## config.mk

```make
export PLATFORM = sky130hd
export DESIGN_NAME = flash_ring_log_pointer_manager_core
export DESIGN_NICKNAME = d
export VERILOG_FILES = /design/src/hw/rtl/frlpm_pkg.sv /design/src/hw/rtl/frlpm_front.sv /design/src/hw/rtl/frlpm_cmd_fifo.sv /design/src/hw/rtl/frlpm_back.sv /design/src/hw/rtl/flash_ring_log_pointer_manager_core.sv
export VERILOG_INCLUDE_DIRS = /design/src /design/src/hw/rtl
export SDC_FILE = /design/constraint.sdc
export NUM_CORES = 1
export LEC_CHECK = 0
export ABC_CLOCK_PERIOD_IN_PS = 10000
export BUFFER_PORTS_ARGS = -buffer_cell sky130_fd_sc_hd__buf_4
export CELL_PAD_IN_SITES_DETAIL_PLACEMENT = 0
export CELL_PAD_IN_SITES_GLOBAL_PLACEMENT = 1
export CORE_MARGIN = 1.5
export CORE_UTILIZATION = 44
export DETAILED_ROUTE_END_ITERATION = 10
export PLACE_DENSITY_LB_ADDON = 0.1
export SETUP_SLACK_MARGIN = 0.15
export SLEW_MARGIN = 5
export SYNTH_ARGS = -nofsm -noshare
export SYNTH_HDL_FRONTEND = slang
export SYNTH_SLANG_ARGS = --single-unit
```

## constraint.sdc

```tcl
create_clock -name clk -period 10 [get_ports clk]
set_input_delay 1.5 -clock clk [delete_from_list [all_inputs] [get_ports clk]]
set_output_delay 1.5 -clock clk [all_outputs]
set_load 0.01 [all_outputs]
```

## src/hw/rtl/flash_ring_log_pointer_manager_core_assert.svh

```systemverilog
// ----------------------------------------------------------------------------
// flash_ring_log_pointer_manager_core_assert.svh
// Assertion macros for the flash ring log pointer manager.
// ----------------------------------------------------------------------------
`ifndef FLASH_RING_LOG_POINTER_MANAGER_CORE_ASSERT_SVH
`define FLASH_RING_LOG_POINTER_MANAGER_CORE_ASSERT_SVH
`ifndef SYNTHESIS
`define FRLPM_ASSERT(lbl, clk, rstn, prop, msg) \
  lbl: assert property (@(posedge clk) disable iff (!rstn) prop) else $error(msg);
`define FRLPM_NEVER(lbl, clk, rstn, cond, msg) \
  lbl: assert property (@(posedge clk) disable iff (!rstn) !(cond)) else $error(msg);
`else
`define FRLPM_ASSERT(lbl, clk, rstn, prop, msg)
`define FRLPM_NEVER(lbl, clk, rstn, cond, msg)
`endif
`endif

```

## src/hw/rtl/frlpm_pkg.sv

```systemverilog
// ----------------------------------------------------------------------------
// frlpm_pkg
// Shared constants, codes and types of the flash ring log pointer manager.
// ----------------------------------------------------------------------------
package frlpm_pkg;

  localparam int REGION_BYTES      = 32768;
  localparam int ERASE_BLOCK_BYTES = 4096;
  localparam int BLK_LOG           = $clog2(ERASE_BLOCK_BYTES);

  localparam int ADDR_W  = 24;
  localparam int LEN_W   = 16;
  localparam int OFS_W   = 16;
  localparam int EXT_W   = 18;
  localparam int CMD_W   = 2;
  localparam int KIND_W  = 2;
  localparam int OP_W    = 3;
  localparam int ST_W    = 3;
  localparam int IN_TDATA_W  = 16;
  localparam int OUT_TDATA_W = 80;

  localparam int QUEUE_DEPTH = 2;
  localparam int QPTR_W      = (QUEUE_DEPTH > 1) ? $clog2(QUEUE_DEPTH) : 1;
  localparam int QCNT_W      = $clog2(QUEUE_DEPTH + 1);

  localparam logic [CMD_W-1:0] CMD_APPEND = 2'd0;
  localparam logic [CMD_W-1:0] CMD_FETCH  = 2'd1;
  localparam logic [CMD_W-1:0] CMD_CLEAR  = 2'd2;

  localparam logic [KIND_W-1:0] KIND_APPEND = 2'd0;
  localparam logic [KIND_W-1:0] KIND_FETCH  = 2'd1;
  localparam logic [KIND_W-1:0] KIND_CLEAR  = 2'd2;
  localparam logic [KIND_W-1:0] KIND_NOP    = 2'd3;

  localparam logic [OP_W-1:0] OP_ERASE   = 3'd0;
  localparam logic [OP_W-1:0] OP_PROGRAM = 3'd1;
  localparam logic [OP_W-1:0] OP_READ    = 3'd2;
  localparam logic [OP_W-1:0] OP_SAVE    = 3'd3;
  localparam logic [OP_W-1:0] OP_DONE    = 3'd4;

  localparam logic [ST_W-1:0] ST_OK      = 3'd0;
  localparam logic [ST_W-1:0] ST_NO_ROOM = 3'd1;
  localparam logic [ST_W-1:0] ST_EMPTY   = 3'd2;
  localparam logic [ST_W-1:0] ST_HIT     = 3'd3;
  localparam logic [ST_W-1:0] ST_ZERO    = 3'd4;

  typedef struct packed {
    logic [KIND_W-1:0] kind;
    logic              len_zero;
    logic [LEN_W-1:0]  len;
  } cmd_t;

  typedef struct packed {
    logic [OP_W-1:0]   op;
    logic [ADDR_W-1:0] addr;
    logic [LEN_W-1:0]  len;
    logic [LEN_W-1:0]  bo;
    logic [ST_W-1:0]   st;
    logic [LEN_W-1:0]  acc;
    logic              last;
  } item_t;

endpackage

```

## src/hw/rtl/frlpm_front.sv

```systemverilog
// ----------------------------------------------------------------------------
// frlpm_front
// Request intake: registers a request and classifies it into a command.
// ----------------------------------------------------------------------------
module frlpm_front (
  input  logic                              clk,
  input  logic                              rst_n,
  input  logic                              in_tvalid,
  output logic                              in_tready,
  input  logic [frlpm_pkg::IN_TDATA_W-1:0]  in_tdata,   // request_length
  input  logic [frlpm_pkg::CMD_W-1:0]       in_tuser,   // command
  output logic                              cmd_valid,
  input  logic                              cmd_ready,
  output frlpm_pkg::cmd_t                   cmd
);
  import frlpm_pkg::*;

  logic hold_valid_r, hold_valid_nxt;
  cmd_t hold_r, hold_nxt;
  logic [KIND_W-1:0] kind;

  always_comb begin
    unique case (in_tuser)
      CMD_APPEND: kind = KIND_APPEND;
      CMD_FETCH:  kind = KIND_FETCH;
      CMD_CLEAR:  kind = KIND_CLEAR;
      default:    kind = KIND_NOP;
    endcase
  end

  assign in_tready = !hold_valid_r || cmd_ready;

  always_comb begin
    hold_valid_nxt = hold_valid_r;
    hold_nxt       = hold_r;
    if (in_tvalid && in_tready) begin
      hold_valid_nxt    = 1'b1;
      hold_nxt.kind     = kind;
      hold_nxt.len      = in_tdata[LEN_W-1:0];
      hold_nxt.len_zero = (in_tdata[LEN_W-1:0] == '0);
    end else if (cmd_ready) begin
      hold_valid_nxt = 1'b0;
    end
  end

  always_ff @(posedge clk) begin
    if (!rst_n) begin
      hold_valid_r <= 1'b0;
    end else begin
      hold_valid_r <= hold_valid_nxt;
    end
  end

  always_ff @(posedge clk) begin
    hold_r <= hold_nxt;
  end

  assign cmd_valid = hold_valid_r;
  assign cmd       = hold_r;

endmodule

```

## src/hw/rtl/frlpm_cmd_fifo.sv

```systemverilog
// ----------------------------------------------------------------------------
// frlpm_cmd_fifo
// Short command queue between intake and sequencer.
// ----------------------------------------------------------------------------
module frlpm_cmd_fifo (
  input  logic            clk,
  input  logic            rst_n,
  input  logic            push_valid,
  output logic            push_ready,
  input  frlpm_pkg::cmd_t push_cmd,
  output logic            pop_valid,
  input  logic            pop,
  output frlpm_pkg::cmd_t pop_cmd
);
  import frlpm_pkg::*;

  cmd_t              mem_r [QUEUE_DEPTH];
  logic [QPTR_W-1:0] wr_ptr_r, wr_ptr_nxt;
  logic [QPTR_W-1:0] rd_ptr_r, rd_ptr_nxt;
  logic [QCNT_W-1:0] count_r, count_nxt;
  logic              do_push, do_pop;

  assign push_ready = (count_r != QCNT_W'(QUEUE_DEPTH));
  assign pop_valid  = (count_r != '0);
  assign do_push    = push_valid && push_ready;
  assign do_pop     = pop && pop_valid;
  assign pop_cmd    = mem_r[rd_ptr_r];

  always_comb begin
    wr_ptr_nxt = wr_ptr_r;
    rd_ptr_nxt = rd_ptr_r;
    count_nxt  = count_r;
    if (do_push) begin
      wr_ptr_nxt = (wr_ptr_r == QPTR_W'(QUEUE_DEPTH - 1)) ? '0 : wr_ptr_r + 1'b1;
    end
    if (do_pop) begin
      rd_ptr_nxt = (rd_ptr_r == QPTR_W'(QUEUE_DEPTH - 1)) ? '0 : rd_ptr_r + 1'b1;
    end
    if (do_push && !do_pop) begin
      count_nxt = count_r + 1'b1;
    end else if (do_pop && !do_push) begin
      count_nxt = count_r - 1'b1;
    end
  end

  always_ff @(posedge clk) begin
    if (!rst_n) begin
      wr_ptr_r <= '0;
      rd_ptr_r <= '0;
      count_r  <= '0;
    end else begin
      wr_ptr_r <= wr_ptr_nxt;
      rd_ptr_r <= rd_ptr_nxt;
      count_r  <= count_nxt;
    end
  end

  always_ff @(posedge clk) begin
    if (do_push) begin
      mem_r[wr_ptr_r] <= push_cmd;
    end
  end

endmodule

```

## src/hw/rtl/frlpm_back.sv

```systemverilog
// ----------------------------------------------------------------------------
// frlpm_back
// Sequencer: keeps the offsets and emits the flash operation items.
// ----------------------------------------------------------------------------
`include "flash_ring_log_pointer_manager_core_assert.svh"

module frlpm_back (
  input  logic                          clk,
  input  logic                          rst_n,
  input  logic                          cfg_wr_en,
  input  logic [frlpm_pkg::ADDR_W-1:0]  cfg_wr_data,
  input  logic                          cmd_valid,
  output logic                          cmd_pop,
  input  frlpm_pkg::cmd_t               cmd,
  output logic                          item_valid,
  input  logic                          item_ready,
  output frlpm_pkg::item_t              item
);
  import frlpm_pkg::*;

  localparam int SW = 4;
  localparam logic [SW-1:0] S_IDLE  = 4'd0;
  localparam logic [SW-1:0] S_A_CHK = 4'd1;
  localparam logic [SW-1:0] S_SEG_A = 4'd2;
  localparam logic [SW-1:0] S_SEG_E = 4'd3;
  localparam logic [SW-1:0] S_SEG_P = 4'd4;
  localparam logic [SW-1:0] S_F_CHK = 4'd5;
  localparam logic [SW-1:0] S_F_RD1 = 4'd6;
  localparam logic [SW-1:0] S_F_RD2 = 4'd7;
  localparam logic [SW-1:0] S_SAVE  = 4'd8;
  localparam logic [SW-1:0] S_DONE  = 4'd9;

  localparam logic [EXT_W-1:0] R_X     = EXT_W'(REGION_BYTES);
  localparam logic [EXT_W-1:0] BS_X    = EXT_W'(ERASE_BLOCK_BYTES);
  localparam logic [EXT_W-1:0] BS_MASK = EXT_W'(ERASE_BLOCK_BYTES - 1);

  logic [ADDR_W-1:0] base_r;
  logic [SW-1:0]     state_r, state_nxt;
  logic [OFS_W-1:0]  wo_r, wo_nxt, ro_r, ro_nxt;
  logic [LEN_W-1:0]  len_r, len_nxt, seg_r, seg_nxt, bo_r, bo_nxt;
  logic [LEN_W-1:0]  n_r, n_nxt, part_r, part_nxt, acc_r, acc_nxt;
  logic [ST_W-1:0]   st_r, st_nxt;
  logic              split_r, split_nxt, second_r, second_nxt;
  logic              fit_r, fit_nxt, aligned_r, aligned_nxt;
  logic [EXT_W-1:0]  ea_r, ea_nxt, es_r, es_nxt;
  logic              out_valid_r, out_valid_nxt;
  item_t             out_r;

  logic              can_load, em_valid;
  item_t             em;
  logic [EXT_W-1:0]  em_off;

  logic [EXT_W-1:0]  wo_x, ro_x, len_x, seg_x, n_x, part_x;
  logic [EXT_W-1:0]  free_x, low_x, room_x, nb_x, es_c, fe_x, wsum_x, avail_x, rpart_x;
  logic [EXT_W-1:0]  rsum_x, fn_x;
  logic              no_room, fit_all, hit, direct;

  assign can_load = !out_valid_r || item_ready;

  assign wo_x   = EXT_W'(wo_r);
  assign ro_x   = EXT_W'(ro_r);
  assign len_x  = EXT_W'(len_r);
  assign seg_x  = EXT_W'(seg_r);
  assign n_x    = EXT_W'(n_r);
  assign part_x = EXT_W'(part_r);

  always_comb begin
    if (wo_r == ro_r) begin
      free_x = R_X;
    end else if (ro_r < wo_r) begin
      free_x = R_X - (wo_x - ro_x);
    end else begin
      free_x = ro_x - wo_x;
    end
  end
  assign no_room = (free_x < BS_X) || (len_x > free_x - BS_X);
  assign fit_all = (wo_x + len_x) <= R_X;

  assign low_x  = wo_x & BS_MASK;
  assign room_x = BS_X - low_x;
  assign nb_x   = ((seg_x - room_x) >> BLK_LOG) + EXT_W'(1);

  always_comb begin
    if (ea_r >= R_X) begin
      es_c = '0;
    end else if (ea_r + es_r > R_X) begin
      es_c = R_X - ea_r;
    end else begin
      es_c = es_r;
    end
  end
  assign hit    = (es_c == '0) || ((ro_x > ea_r) && (ro_x <= ea_r + es_c - EXT_W'(1)));
  assign fe_x   = (wo_x + BS_X > R_X) ? R_X - wo_x : BS_X;
  assign wsum_x = wo_x + seg_x;

  assign avail_x = (ro_r < wo_r) ? wo_x - ro_x : R_X - (ro_x - wo_x);
  assign fn_x    = (avail_x > len_x) ? len_x : avail_x;
  assign rpart_x = R_X - ro_x;
  assign direct  = (ro_r < wo_r) || (rpart_x > n_x);
  assign rsum_x  = ro_x + n_x;

  always_comb begin
    state_nxt   = state_r;
    wo_nxt      = wo_r;
    ro_nxt      = ro_r;
    len_nxt     = len_r;
    seg_nxt     = seg_r;
    bo_nxt      = bo_r;
    n_nxt       = n_r;
    part_nxt    = part_r;
    acc_nxt     = acc_r;
    st_nxt      = st_r;
    split_nxt   = split_r;
    second_nxt  = second_r;
    fit_nxt     = fit_r;
    aligned_nxt = aligned_r;
    ea_nxt      = ea_r;
    es_nxt      = es_r;
    cmd_pop     = 1'b0;
    em_valid    = 1'b0;
    em          = '0;
    em_off      = '0;
    if (can_load) begin
      unique case (state_r)
        S_IDLE: begin
          if (cmd_valid) begin
            cmd_pop = 1'b1;
            len_nxt = cmd.len;
            st_nxt  = ST_OK;
            acc_nxt = '0;
            unique case (cmd.kind)
              KIND_APPEND: state_nxt = cmd.len_zero ? S_DONE : S_A_CHK;
              KIND_FETCH:  state_nxt = cmd.len_zero ? S_DONE : S_F_CHK;
              KIND_CLEAR: begin
                wo_nxt    = '0;
                ro_nxt    = '0;
                state_nxt = S_SAVE;
              end
              default:     state_nxt = S_DONE;
            endcase
            if ((cmd.kind == KIND_APPEND || cmd.kind == KIND_FETCH) && cmd.len_zero) begin
              st_nxt = ST_ZERO;
            end
          end
        end
        S_A_CHK: begin
          if (no_room) begin
            st_nxt    = ST_NO_ROOM;
            state_nxt = S_DONE;
          end else begin
            seg_nxt    = fit_all ? len_r : LEN_W'(R_X - wo_x);
            split_nxt  = !fit_all;
            second_nxt = 1'b0;
            bo_nxt     = '0;
            state_nxt  = S_SEG_A;
          end
        end
        S_SEG_A: begin
          aligned_nxt = (low_x == '0);
          fit_nxt     = (seg_x <= room_x);
          if (low_x == '0) begin
            ea_nxt = wo_x;
            es_nxt = (nb_x + EXT_W'(1)) << BLK_LOG;
          end else begin
            ea_nxt = (wo_x & ~BS_MASK) + BS_X;
            es_nxt = nb_x << BLK_LOG;
          end
          state_nxt = S_SEG_E;
        end
        S_SEG_E: begin
          if (fit_r) begin
            if (aligned_r) begin
              em_valid = 1'b1;
              em.op    = OP_ERASE;
              em_off   = wo_x;
              em.len   = LEN_W'(fe_x);
            end
            state_nxt = S_SEG_P;
          end else if (hit) begin
            st_nxt = ST_HIT;
            if (second_r) begin
              acc_nxt   = bo_r;
              state_nxt = S_SAVE;
            end else begin
              acc_nxt   = '0;
              state_nxt = S_DONE;
            end
          end else begin
            em_valid  = 1'b1;
            em.op     = OP_ERASE;
            em_off    = ea_r;
            em.len    = LEN_W'(es_c);
            state_nxt = S_SEG_P;
          end
        end
        S_SEG_P: begin
          em_valid = 1'b1;
          em.op    = OP_PROGRAM;
          em_off   = wo_x;
          em.len   = seg_r;
          em.bo    = bo_r;
          wo_nxt   = (wsum_x >= R_X) ? '0 : OFS_W'(wsum_x);
          if (split_r && !second_r) begin
            second_nxt = 1'b1;
            wo_nxt     = '0;
            bo_nxt     = seg_r;
            seg_nxt    = len_r - seg_r;
            state_nxt  = S_SEG_A;
          end else begin
            st_nxt    = ST_OK;
            acc_nxt   = len_r;
            state_nxt = S_SAVE;
          end
        end
        S_F_CHK: begin
          if (ro_r == wo_r) begin
            st_nxt    = ST_EMPTY;
            state_nxt = S_DONE;
          end else begin
            n_nxt     = LEN_W'(fn_x);
            state_nxt = S_F_RD1;
          end
        end
        S_F_RD1: begin
          em_valid = 1'b1;
          em.op    = OP_READ;
          em_off   = ro_x;
          st_nxt   = ST_OK;
          acc_nxt  = n_r;
          if (direct) begin
            em.len    = n_r;
            ro_nxt    = (rsum_x >= R_X) ? '0 : OFS_W'(rsum_x);
            state_nxt = S_SAVE;
          end else begin
            em.len   = LEN_W'(rpart_x);
            part_nxt = LEN_W'(rpart_x);
            ro_nxt   = '0;
            state_nxt = (n_x > rpart_x) ? S_F_RD2 : S_SAVE;
          end
        end
        S_F_RD2: begin
          em_valid  = 1'b1;
          em.op     = OP_READ;
          em_off    = '0;
          em.len    = LEN_W'(n_x - part_x);
          em.bo     = part_r;
          ro_nxt    = OFS_W'(n_x - part_x);
          state_nxt = S_SAVE;
        end
        S_SAVE: begin
          em_valid  = 1'b1;
          em.op     = OP_SAVE;
          state_nxt = S_DONE;
        end
        S_DONE: begin
          em_valid  = 1'b1;
          em.op     = OP_DONE;
          em.st     = st_r;
          em.acc    = acc_r;
          em.last   = 1'b1;
          state_nxt = S_IDLE;
        end
        default: state_nxt = S_IDLE;
      endcase
    end
    if (em.op == OP_ERASE || em.op == OP_PROGRAM || em.op == OP_READ) begin
      em.addr = base_r + ADDR_W'(em_off);
    end
  end

  always_comb begin
    if (can_load) begin
      out_valid_nxt = em_valid;
    end else begin
      out_valid_nxt = out_valid_r;
    end
  end

  always_ff @(posedge clk) begin
    if (!rst_n) begin
      state_r     <= S_IDLE;
      wo_r        <= '0;
      ro_r        <= '0;
      base_r      <= '0;
      out_valid_r <= 1'b0;
    end else begin
      state_r     <= state_nxt;
      wo_r        <= wo_nxt;
      ro_r        <= ro_nxt;
      out_valid_r <= out_valid_nxt;
      if (cfg_wr_en) begin
        base_r <= cfg_wr_data;
      end
    end
  end

  always_ff @(posedge clk) begin
    len_r     <= len_nxt;
    seg_r     <= seg_nxt;
    bo_r      <= bo_nxt;
    n_r       <= n_nxt;
    part_r    <= part_nxt;
    acc_r     <= acc_nxt;
    st_r      <= st_nxt;
    split_r   <= split_nxt;
    second_r  <= second_nxt;
    fit_r     <= fit_nxt;
    aligned_r <= aligned_nxt;
    ea_r      <= ea_nxt;
    es_r      <= es_nxt;
    if (can_load && em_valid) begin
      out_r <= em;
    end
  end

  assign item_valid = out_valid_r;
  assign item       = out_r;

  `FRLPM_ASSERT(a_wo_range, clk, rst_n, wo_r < OFS_W'(REGION_BYTES), "write offset out of region")
  `FRLPM_ASSERT(a_ro_range, clk, rst_n, ro_r < OFS_W'(REGION_BYTES), "read offset out of region")
  `FRLPM_ASSERT(a_last_done, clk, rst_n, out_valid_r |-> (out_r.last == (out_r.op == OP_DONE)), "last not on done item")
  `FRLPM_ASSERT(a_done_idle, clk, rst_n, (state_r == S_DONE && can_load) |=> (state_r == S_IDLE), "done did not return to idle")
  `FRLPM_NEVER(a_pop_busy, clk, rst_n, cmd_pop && (state_r != S_IDLE), "command taken while busy")

endmodule

```

## src/hw/rtl/flash_ring_log_pointer_manager_core.sv

```systemverilog
// ----------------------------------------------------------------------------
// flash_ring_log_pointer_manager_core
// Circular flash log offset manager: turns append, fetch and clear requests
// into runs of erase, program, read, save and done items.
// ----------------------------------------------------------------------------
// channel  dir  tdata                     tuser       tlast
// in_      in   request_length            command     -
// out_     out  address/len/bo/st/acc     operation   last item of run
// cfg_     in   region_base (write only)  -           -
//
// One request at a time; the sequencer steps one state per cycle while the
// output register can load, and each run ends in a done item.
// At most one result item leaves per cycle through the output register.
// A two-entry command queue lets new requests enter while a run is active.
// Output stalls freeze the sequencer; reset clears offsets and region base.
// ----------------------------------------------------------------------------
module flash_ring_log_pointer_manager_core (
  input  logic                               clk,
  input  logic                               rst_n,
  input  logic                               in_tvalid,
  output logic                               in_tready,
  input  logic [frlpm_pkg::IN_TDATA_W-1:0]   in_tdata,   // [15:0] request_length
  input  logic [frlpm_pkg::CMD_W-1:0]        in_tuser,   // [1:0] command
  output logic                               out_tvalid,
  input  logic                               out_tready,
  // [23:0] flash_address, [39:24] operation_length, [55:40] buffer_offset,
  // [58:56] status, [74:59] accepted_length, [79:75] zero
  output logic [frlpm_pkg::OUT_TDATA_W-1:0]  out_tdata,
  output logic [frlpm_pkg::OP_W-1:0]         out_tuser,  // [2:0] operation
  output logic                               out_tlast,
  input  logic                               cfg_wr_en,
  input  logic [frlpm_pkg::ADDR_W-1:0]       cfg_wr_data
);
  import frlpm_pkg::*;

  logic  f_valid, f_ready, q_valid, q_pop;
  cmd_t  f_cmd, q_cmd;
  item_t item;

  frlpm_front u_front (
    .clk       (clk),
    .rst_n     (rst_n),
    .in_tvalid (in_tvalid),
    .in_tready (in_tready),
    .in_tdata  (in_tdata),
    .in_tuser  (in_tuser),
    .cmd_valid (f_valid),
    .cmd_ready (f_ready),
    .cmd       (f_cmd)
  );

  frlpm_cmd_fifo u_fifo (
    .clk        (clk),
    .rst_n      (rst_n),
    .push_valid (f_valid),
    .push_ready (f_ready),
    .push_cmd   (f_cmd),
    .pop_valid  (q_valid),
    .pop        (q_pop),
    .pop_cmd    (q_cmd)
  );

  frlpm_back u_back (
    .clk         (clk),
    .rst_n       (rst_n),
    .cfg_wr_en   (cfg_wr_en),
    .cfg_wr_data (cfg_wr_data),
    .cmd_valid   (q_valid),
    .cmd_pop     (q_pop),
    .cmd         (q_cmd),
    .item_valid  (out_tvalid),
    .item_ready  (out_tready),
    .item        (item)
  );

  assign out_tdata = {5'd0, item.acc, item.st, item.bo, item.len, item.addr};
  assign out_tuser = item.op;
  assign out_tlast = item.last;

endmodule
```

Word-level counts from Yosys, hierarchy flattened
Memory sizes are Yosys's and may differ from the RTL's. A register that Yosys moved wholly into a read port is not among the register bits.
Index checks and enable logic that the tools add are counted.
- $add $sub $neg: 27
- magnitude comparators: 15
- equality and inequality tests: 27
- multiplexer cells: 87
- bitwise logic cells: 3
- reduce and logical (&&, ||, !) cells: 52
- operator list (kind ; count):
    16-bit 2-to-1 mux ; 24
    18-bit 2-to-1 mux ; 8
    16-bit one-hot mux with 2 select lines ; 4
    16-bit one-hot mux with 4 select lines ; 2
    18-bit one-hot mux with 3 select lines ; 1
    16-bit by 16-bit adder with 17-bit output ; 3
    16-bit one-hot mux with 3 select lines ; 1
    4-bit 2-to-1 mux ; 10
    17-bit by 18-bit adder with 18-bit output ; 2
    18-bit by 16-bit >= comparator with 1-bit output, second input constant ; 2
    16-bit by 18-bit > comparator with 1-bit output ; 2
    18-bit by 16-bit > comparator with 1-bit output ; 2
    18-bit by 16-bit > comparator with 1-bit output, second input constant ; 2
    16-bit by 18-bit less-or-equal comparator with 1-bit output ; 2
    18-bit logical NOT ; 2
    4-bit one-hot mux with 9 select lines ; 1
    16-bit by 18-bit subtractor with 18-bit output, first input constant ; 2
    16-bit by 13-bit adder with 17-bit output, second input constant ; 2
    16-bit by 16-bit subtractor with 17-bit output ; 2
    16-bit == test ; 2
    16-bit subtractor ; 2
    24-bit by 18-bit adder with 24-bit output ; 1
    3-bit 2-to-1 mux ; 8
    1-bit 2-to-1 mux ; 19
    other kinds (52) ; 105
- bits in registers: 302
- RAM bits: 38
- input port bits: 47
- logic and storage cells: 245
- memories kept: 1
- memories (name ; words ; bits a word ; rd ports ; clocked after Yosys merged registers in ; write ports ; RTL line ; source):
    u_fifo.mem_r ; 2 ; 19 ; 1 ; 1 ; 1 ; frlpm_cmd_fifo.sv:17 ; cmd_t mem_r [QUEUE_DEPTH];

Depth between registers and ports, before layout
- depth after elaboration: 14
- mapped depth: 49
- gate-level depth less buffers: 47

By module
Synthesis repeated with hierarchy kept, for this count alone.
- cell total of the unflattened synthesis: 2748
- area, all modules: 25399.4 sq um
- by module, submodules not included (module ; times used ; cells each ; area an instance (sq um) ; sequential area each (sq um)):
    frlpm_back ; 1 ; 2628 ; 23092.1 ; 7377.1
    frlpm_cmd_fifo ; 1 ; 83 ; 1610.3 ; 1241.2
    frlpm_front ; 1 ; 31 ; 655.6 ; 590.6
    flash_ring_log_pointer_manager_core ; 1 ; 6 ; 41.3 ; 0.0

Worst setup path before layout
No wires, ideal clock.
- path kind: reg-to-reg
- start: reg u_back.ea_r[12]
- end: reg u_back.out_r (netlist bit u_back.item[0]), enable pin
- data arrival time: 9.429 ns
- slack: 0.055 ns
- stages on the path, launching flop included: 33
- clock period less this slack: 9.945 ns
- cells stage by stage: edfxtp_1 > ha_1 > fa_1 > a21o_1 > a21oi_1 > xnor2_1 > o21ai_2 > a2111oi_4 > nor2_1 > clkbuf_1 > nand2_1 > ha_1 > inv_1 > ha_1 > fa_1 > a211o_1 > a21oi_1 > o21ai_0 > a21o_1 > o311a_1 > o21ai_0 > xor2_1 > ha_1 > nand4_1 > a211o_1 > a21oi_1 > and4b_1 > or3_1 > buf_6 > nand2_2 > nor2_1 > a2111oi_2 > nor2_1
- word-level cells in the longest chain between the ends: 14
- elaborated cells between the ends (all ways): 18
- classes of those cells: add/sub: 4; order compare: 4; mux: 6; reduce/logical: 4
- ends and longest elaborated chain (item ; RTL line ; source):
    from (decl) ; frlpm_back.sv:45 ; logic [EXT_W-1:0] ea_r, ea_nxt, es_r, es_nxt;
    from (signal assigned) ; frlpm_back.sv:309 ; ea_r <= ea_nxt;
    17-bit by 18-bit adder with 18-bit output ; frlpm_back.sv:86 ; end else if (ea_r + es_r > R_X) begin
    18-bit by 16-bit > comparator with 1-bit output ; frlpm_back.sv:86 ;
    18-bit 2-to-1 mux ; frlpm_back.sv:86 ;
    18-bit 2-to-1 mux ; frlpm_back.sv:84 ; if (ea_r >= R_X) begin
    17-bit by 18-bit adder with 18-bit output ; frlpm_back.sv:92 ; assign hit = (es_c == '0) || ((ro_x > ea_r) && (ro_x <= ea_r + es_c - EXT_W'(1)));
    18-bit by 1-bit subtractor with 18-bit output ; frlpm_back.sv:92 ;
    16-bit by 18-bit less-or-equal comparator with 1-bit output ; frlpm_back.sv:92 ;
    1-bit logical AND ; frlpm_back.sv:92 ;
    1-bit logical OR * ; frlpm_back.sv:92 ;
    1-bit 2-to-1 mux * ; frlpm_back.sv:179 ; end else if (hit) begin
    1-bit 2-to-1 mux * ; frlpm_back.sv:171 ; if (fit_r) begin
    1-bit one-hot mux with 2 select lines * ; frlpm_back.sv:124 ; unique case (state_r)
    1-bit 2-to-1 mux * ; frlpm_back.sv:123 ; if (can_load) begin
    via u_back.em_valid ; frlpm_back.sv:49 ; logic can_load, em_valid;
    1-bit logical AND * ; frlpm_back.sv:311 ; if (can_load && em_valid) begin
    to (signal assigned) ; frlpm_back.sv:312 ; out_r <= em;
    to (decl) ; frlpm_back.sv:47 ; item_t out_r;
Mark *: on every way through the listed nets, which the timed path passes. The rest lies on a longest branch.
A chain may end at the register's enable or synchronous reset.

Worst setup path in the final report
- start: reg u_back.es_r[12]
- end: reg u_back.out_r (netlist bit u_back.item[75]) (data pin)
- word-level cells in the longest chain between the ends: 14
- elaborated cells between the ends (all ways): 15
- classes of those cells: add/sub: 4; order compare: 2; mux: 6; reduce/logical: 3
- ends and longest elaborated chain (item ; RTL line ; source):
    from (decl) ; frlpm_back.sv:45 ;
    from (signal assigned) ; frlpm_back.sv:310 ; es_r <= es_nxt;
    17-bit by 18-bit adder with 18-bit output ; frlpm_back.sv:86 ;
    18-bit by 16-bit > comparator with 1-bit output ; frlpm_back.sv:86 ;
    18-bit 2-to-1 mux * ; frlpm_back.sv:86 ;
    18-bit 2-to-1 mux * ; frlpm_back.sv:84 ;
    17-bit by 18-bit adder with 18-bit output ; frlpm_back.sv:92 ;
    18-bit by 1-bit subtractor with 18-bit output ; frlpm_back.sv:92 ;
    16-bit by 18-bit less-or-equal comparator with 1-bit output ; frlpm_back.sv:92 ;
    1-bit logical AND ; frlpm_back.sv:92 ;
    1-bit logical OR * ; frlpm_back.sv:92 ;
    17-bit 2-to-1 mux * ; frlpm_back.sv:179 ;
    18-bit 2-to-1 mux * ; frlpm_back.sv:171 ;
    18-bit one-hot mux with 3 select lines * ; frlpm_back.sv:124 ;
    18-bit 2-to-1 mux * ; frlpm_back.sv:123 ;
    24-bit by 18-bit adder with 24-bit output * ; frlpm_back.sv:267 ; em.addr = base_r + ADDR_W'(em_off);
Mark *: on every way between the ends. The rest lies on a longest branch, timed or not.

==> metrics <==
Total GRT Usage 0.3041; Cell Count, Final, Fillers Out 3673; crit path time final a little over 9 ns; largest net degree at the start of global routing 74; final antenna diode count 0; Setup Viol. Count Final 0; initial antenna violation count 1; clk slew on worst S/H paths around 0.06 ns; share of cells above drive strength 1 0.1162; Syn. warnings 0; ys async rst share 0; Clock power frac 0.130; Post-Syn Instances 2749; CTS sink cnt 329; CTS tree built; vias 22090; DRC 0; skew final 0.02542 ns; Layout Nets 3204; fin util 0.5021; slowest stage delay, CP 0.49 ns; LEAKAGE 12.19 nW; Detailed Place HPWL 71.88 mm; Netlist cell types between 100 and 150; first-pass GRT wire length 135.4 mm; FF-to-FF setup slack around 0.67 ns; CP Max Fanout 5; part of the cycle the worst path needs 0.9325; Fin. Hold Viols 0; FMAX 107.2 MHz; Yosys reg bits 329; Avg Cell Area, Syn just over 9 µm²; most common flop cell mapped by yosys edfxtp_1; CP arrival 9.63 ns; Seq/Total Area, Yosys 0.3591; clock buffer depth 3; Power Internal 0.005935 W; run status finished clean; final count of pins violating max slew 0; die width roughly 240 µm; combinational group share of total power 0.674; Row Count slightly below 90; RSZ-0062 raised after global routing no; post-route ant nets 0; switching share of power 0.4906; total grt overflow 0; switching pwr 0.005716 W; TritonRoute pass-1 iters 9; Least-Margin Pin Slew 1.225 ns; RD Place Congestion 1.031; Slew headroom 0.1833; CTS Root Cell clkbuf_16; Area growth syn-to-layout 12.98%; routed wire length 92.68 mm; DR iter-0 viols 2033; kind of critical path reg -> reg; vias in the first global route ~21000; Req. time, crit path 10.31 ns; IO Count 133; H-tree levels 2; critical path endpoint category flip-flop; CP dominant cell by count a21o_1; Routed WL per cell 25.23 µm; chip height 244.4 µm; PD cells 402.2 mW/mm²; Post-Syn Area 0.02564 mm²; number of vias per cell 6.015; Hold Buf Count CTS 0; Die ar. 0.05973 mm²; cts bufs inserted 41; VDD IR-drop max 0.8163 mV; Post-Place Cells 3595; Sequential Power Share 0.196; Hold Crit Class reg -> reg; Post-synth EDFFs 262; startpoint type of the worst setup path flip-flop; Core Region 0.05770 mm²; worst skew pair latency 0.57 ns; initial core utilization 0.4444; slowest stage cell on the critical path o41a_1; PortBufs 127; Max Cap Viol 0
[cell usage in the layout, fill, tap and decap left out, drive strengths merged, types with 67 or more instances in the layout]
cell type,n
a21oi,156
buf,179
dfxtp,67
edfxtp,262
ha,271
inv,226
nand2,187
nor2,204
nor2b,75
nor3,70
o21ai,162
xnor2,129
[metrics by stage]
| step | hold slack [ns] | setup TNS [ns] | setup slack (ns) | power, W | cell area (µm²) |
|---|---|---|---|---|---|
| 6_report | 0.4306 | 0 | 0.6750 | 0.01165 | 28970 |
| 2_1_floorplan | 0.4215 | 0 | 0.7295 | 0.007627 | 25700 |
| 3_3_place_gp | 0.4251 | 0 | 0.1441 | 0.009926 | 27560 |
| 4_1_cts | 0.4334 | 0 | 0.1670 | 0.01158 | 28910 |
| 3_5_place_dp | 0.4298 | -0.02392 | -0.02392 | 0.01001 | 27560 |
| 5_1_grt | 0.4449 | 0 | 0.1719 | 0.01241 | 28970 |
[worst max-delay path: cells and delay by family (launching register included)]
kind | cells | cell delay (ns)
buffers and inverters | 1 | 0.04
AOI/OAI and AO/OA | 23 | 4.47
adders and majority gates | 7 | 2.00
and+or+nand+nor | 11 | 1.69
xor gates and xnor gates | 3 | 0.41
DFF | 1 | 0.41
[power by group through the flow]
stage,clock (W),sequential [W],combinational (W)
finish,0.00152,0.00228,0.00785
global route,0.00159,0.00230,0.00852
CTS,0.00154,0.00227,0.00777
detailed placement,0,0.00230,0.00771
global placement,0,0.00229,0.00763
floorplan,0,0.00218,0.00544
[Yosys cell counts, types with 33 or more instances]
cell | count | area, µm²
a21o_1 | 65 | 488.0
a21oi_1 | 156 | 780.8
a22oi_1 | 35 | 262.8
and2_1 | 33 | 206.5
clkbuf_1 | 90 | 337.8
dfxtp_1 | 67 | 1341
edfxtp_1 | 262 | 7868
ha_1 | 271 | 3391
inv_1 | 222 | 833.3
mux2_2 | 45 | 506.7
mux2i_1 | 62 | 620.6
nand2_1 | 186 | 698.2
nand2b_1 | 38 | 237.7
nand3_1 | 61 | 305.3
nor2_1 | 204 | 765.7
nor2b_1 | 75 | 469.2
nor3_1 | 69 | 345.3
o21ai_0 | 159 | 795.8
xnor2_1 | 129 | 1130
xor2_1 | 57 | 499.2
[metal layers]
metal | track usage | vias up | part of all wire
li1 | - | 10320 | -
met1 | 0.3991 | 10690 | 0.43
met2 | 0.5013 | 876 | 0.46
met3 | 0.04587 | 206 | 0.072
met4 | 0.1225 | 0 | 0.044
met5 | 0 | - | 0
[logic make-up (layout without fill, tap and decap cells)]
| logic type | Yosys count | after routing | synth area share |
|---|---|---|---|
| simple gates | 830 | 830 | 0.1643 |
| xor+xnor | 186 | 186 | 0.06353 |
| mux | 108 | 108 | 0.04455 |
| buf+inv | 333 | 477 | 0.05099 |
| compound gates | 681 | 681 | 0.1773 |
| fa+ha+maj | 281 | 281 | 0.1400 |
| flops | 329 | 329 | 0.3591 |
| other cells | 1 | 16 | 0.0001463 |
[worst paths after layout]
kind,startpoint,to,depth (start not counted)
worst max-delay path,u_back.es_r[12],u_back.item[75],45
worst min-delay path,u_front.cmd[5],u_fifo.mem_r[0][5],0
worst max register to register,u_back.es_r[12],u_back.item[75],45
worst min register to register,u_front.cmd[5],u_fifo.mem_r[0][5],0
[state kept, by name (all words and copies together), names as in the netlist, 2 cells and up, named ones only]
name / flops
u_back.acc_r: 16
u_back.base_r: 24
u_back.bo_r: 16
u_back.ea_r: 17
u_back.es_r: 6
u_back.item: 79
u_back.len_r: 16
u_back.n_r: 16
u_back.part_r: 16
u_back.ro_r: 16
u_back.seg_r: 16
u_back.st_r: 3
u_back.state_r: 4
u_back.wo_r: 16
u_fifo.count_r: 2
u_fifo.mem_r: 38
u_front.cmd: 19
[repair_timing]
action,in CTS,in global routing
pin swaps,1,6
endpoints found under the hold margin,0,0
buffers inserted,0,3
resized for setup,4,15
endpoints found under the setup margin,7,9
[layout make-up]
type                    instances  area [µm²]
fillers                      5454       28730
multi-input cells            2102       15270
flip-flops and latches        329        9209
repair buffers                179        1344
clock buffers                  59        1134
well taps                     765       957.2
inverters                     223       837.1
clock inverters                16       219.0
Power figures use the tool's default switching activity.
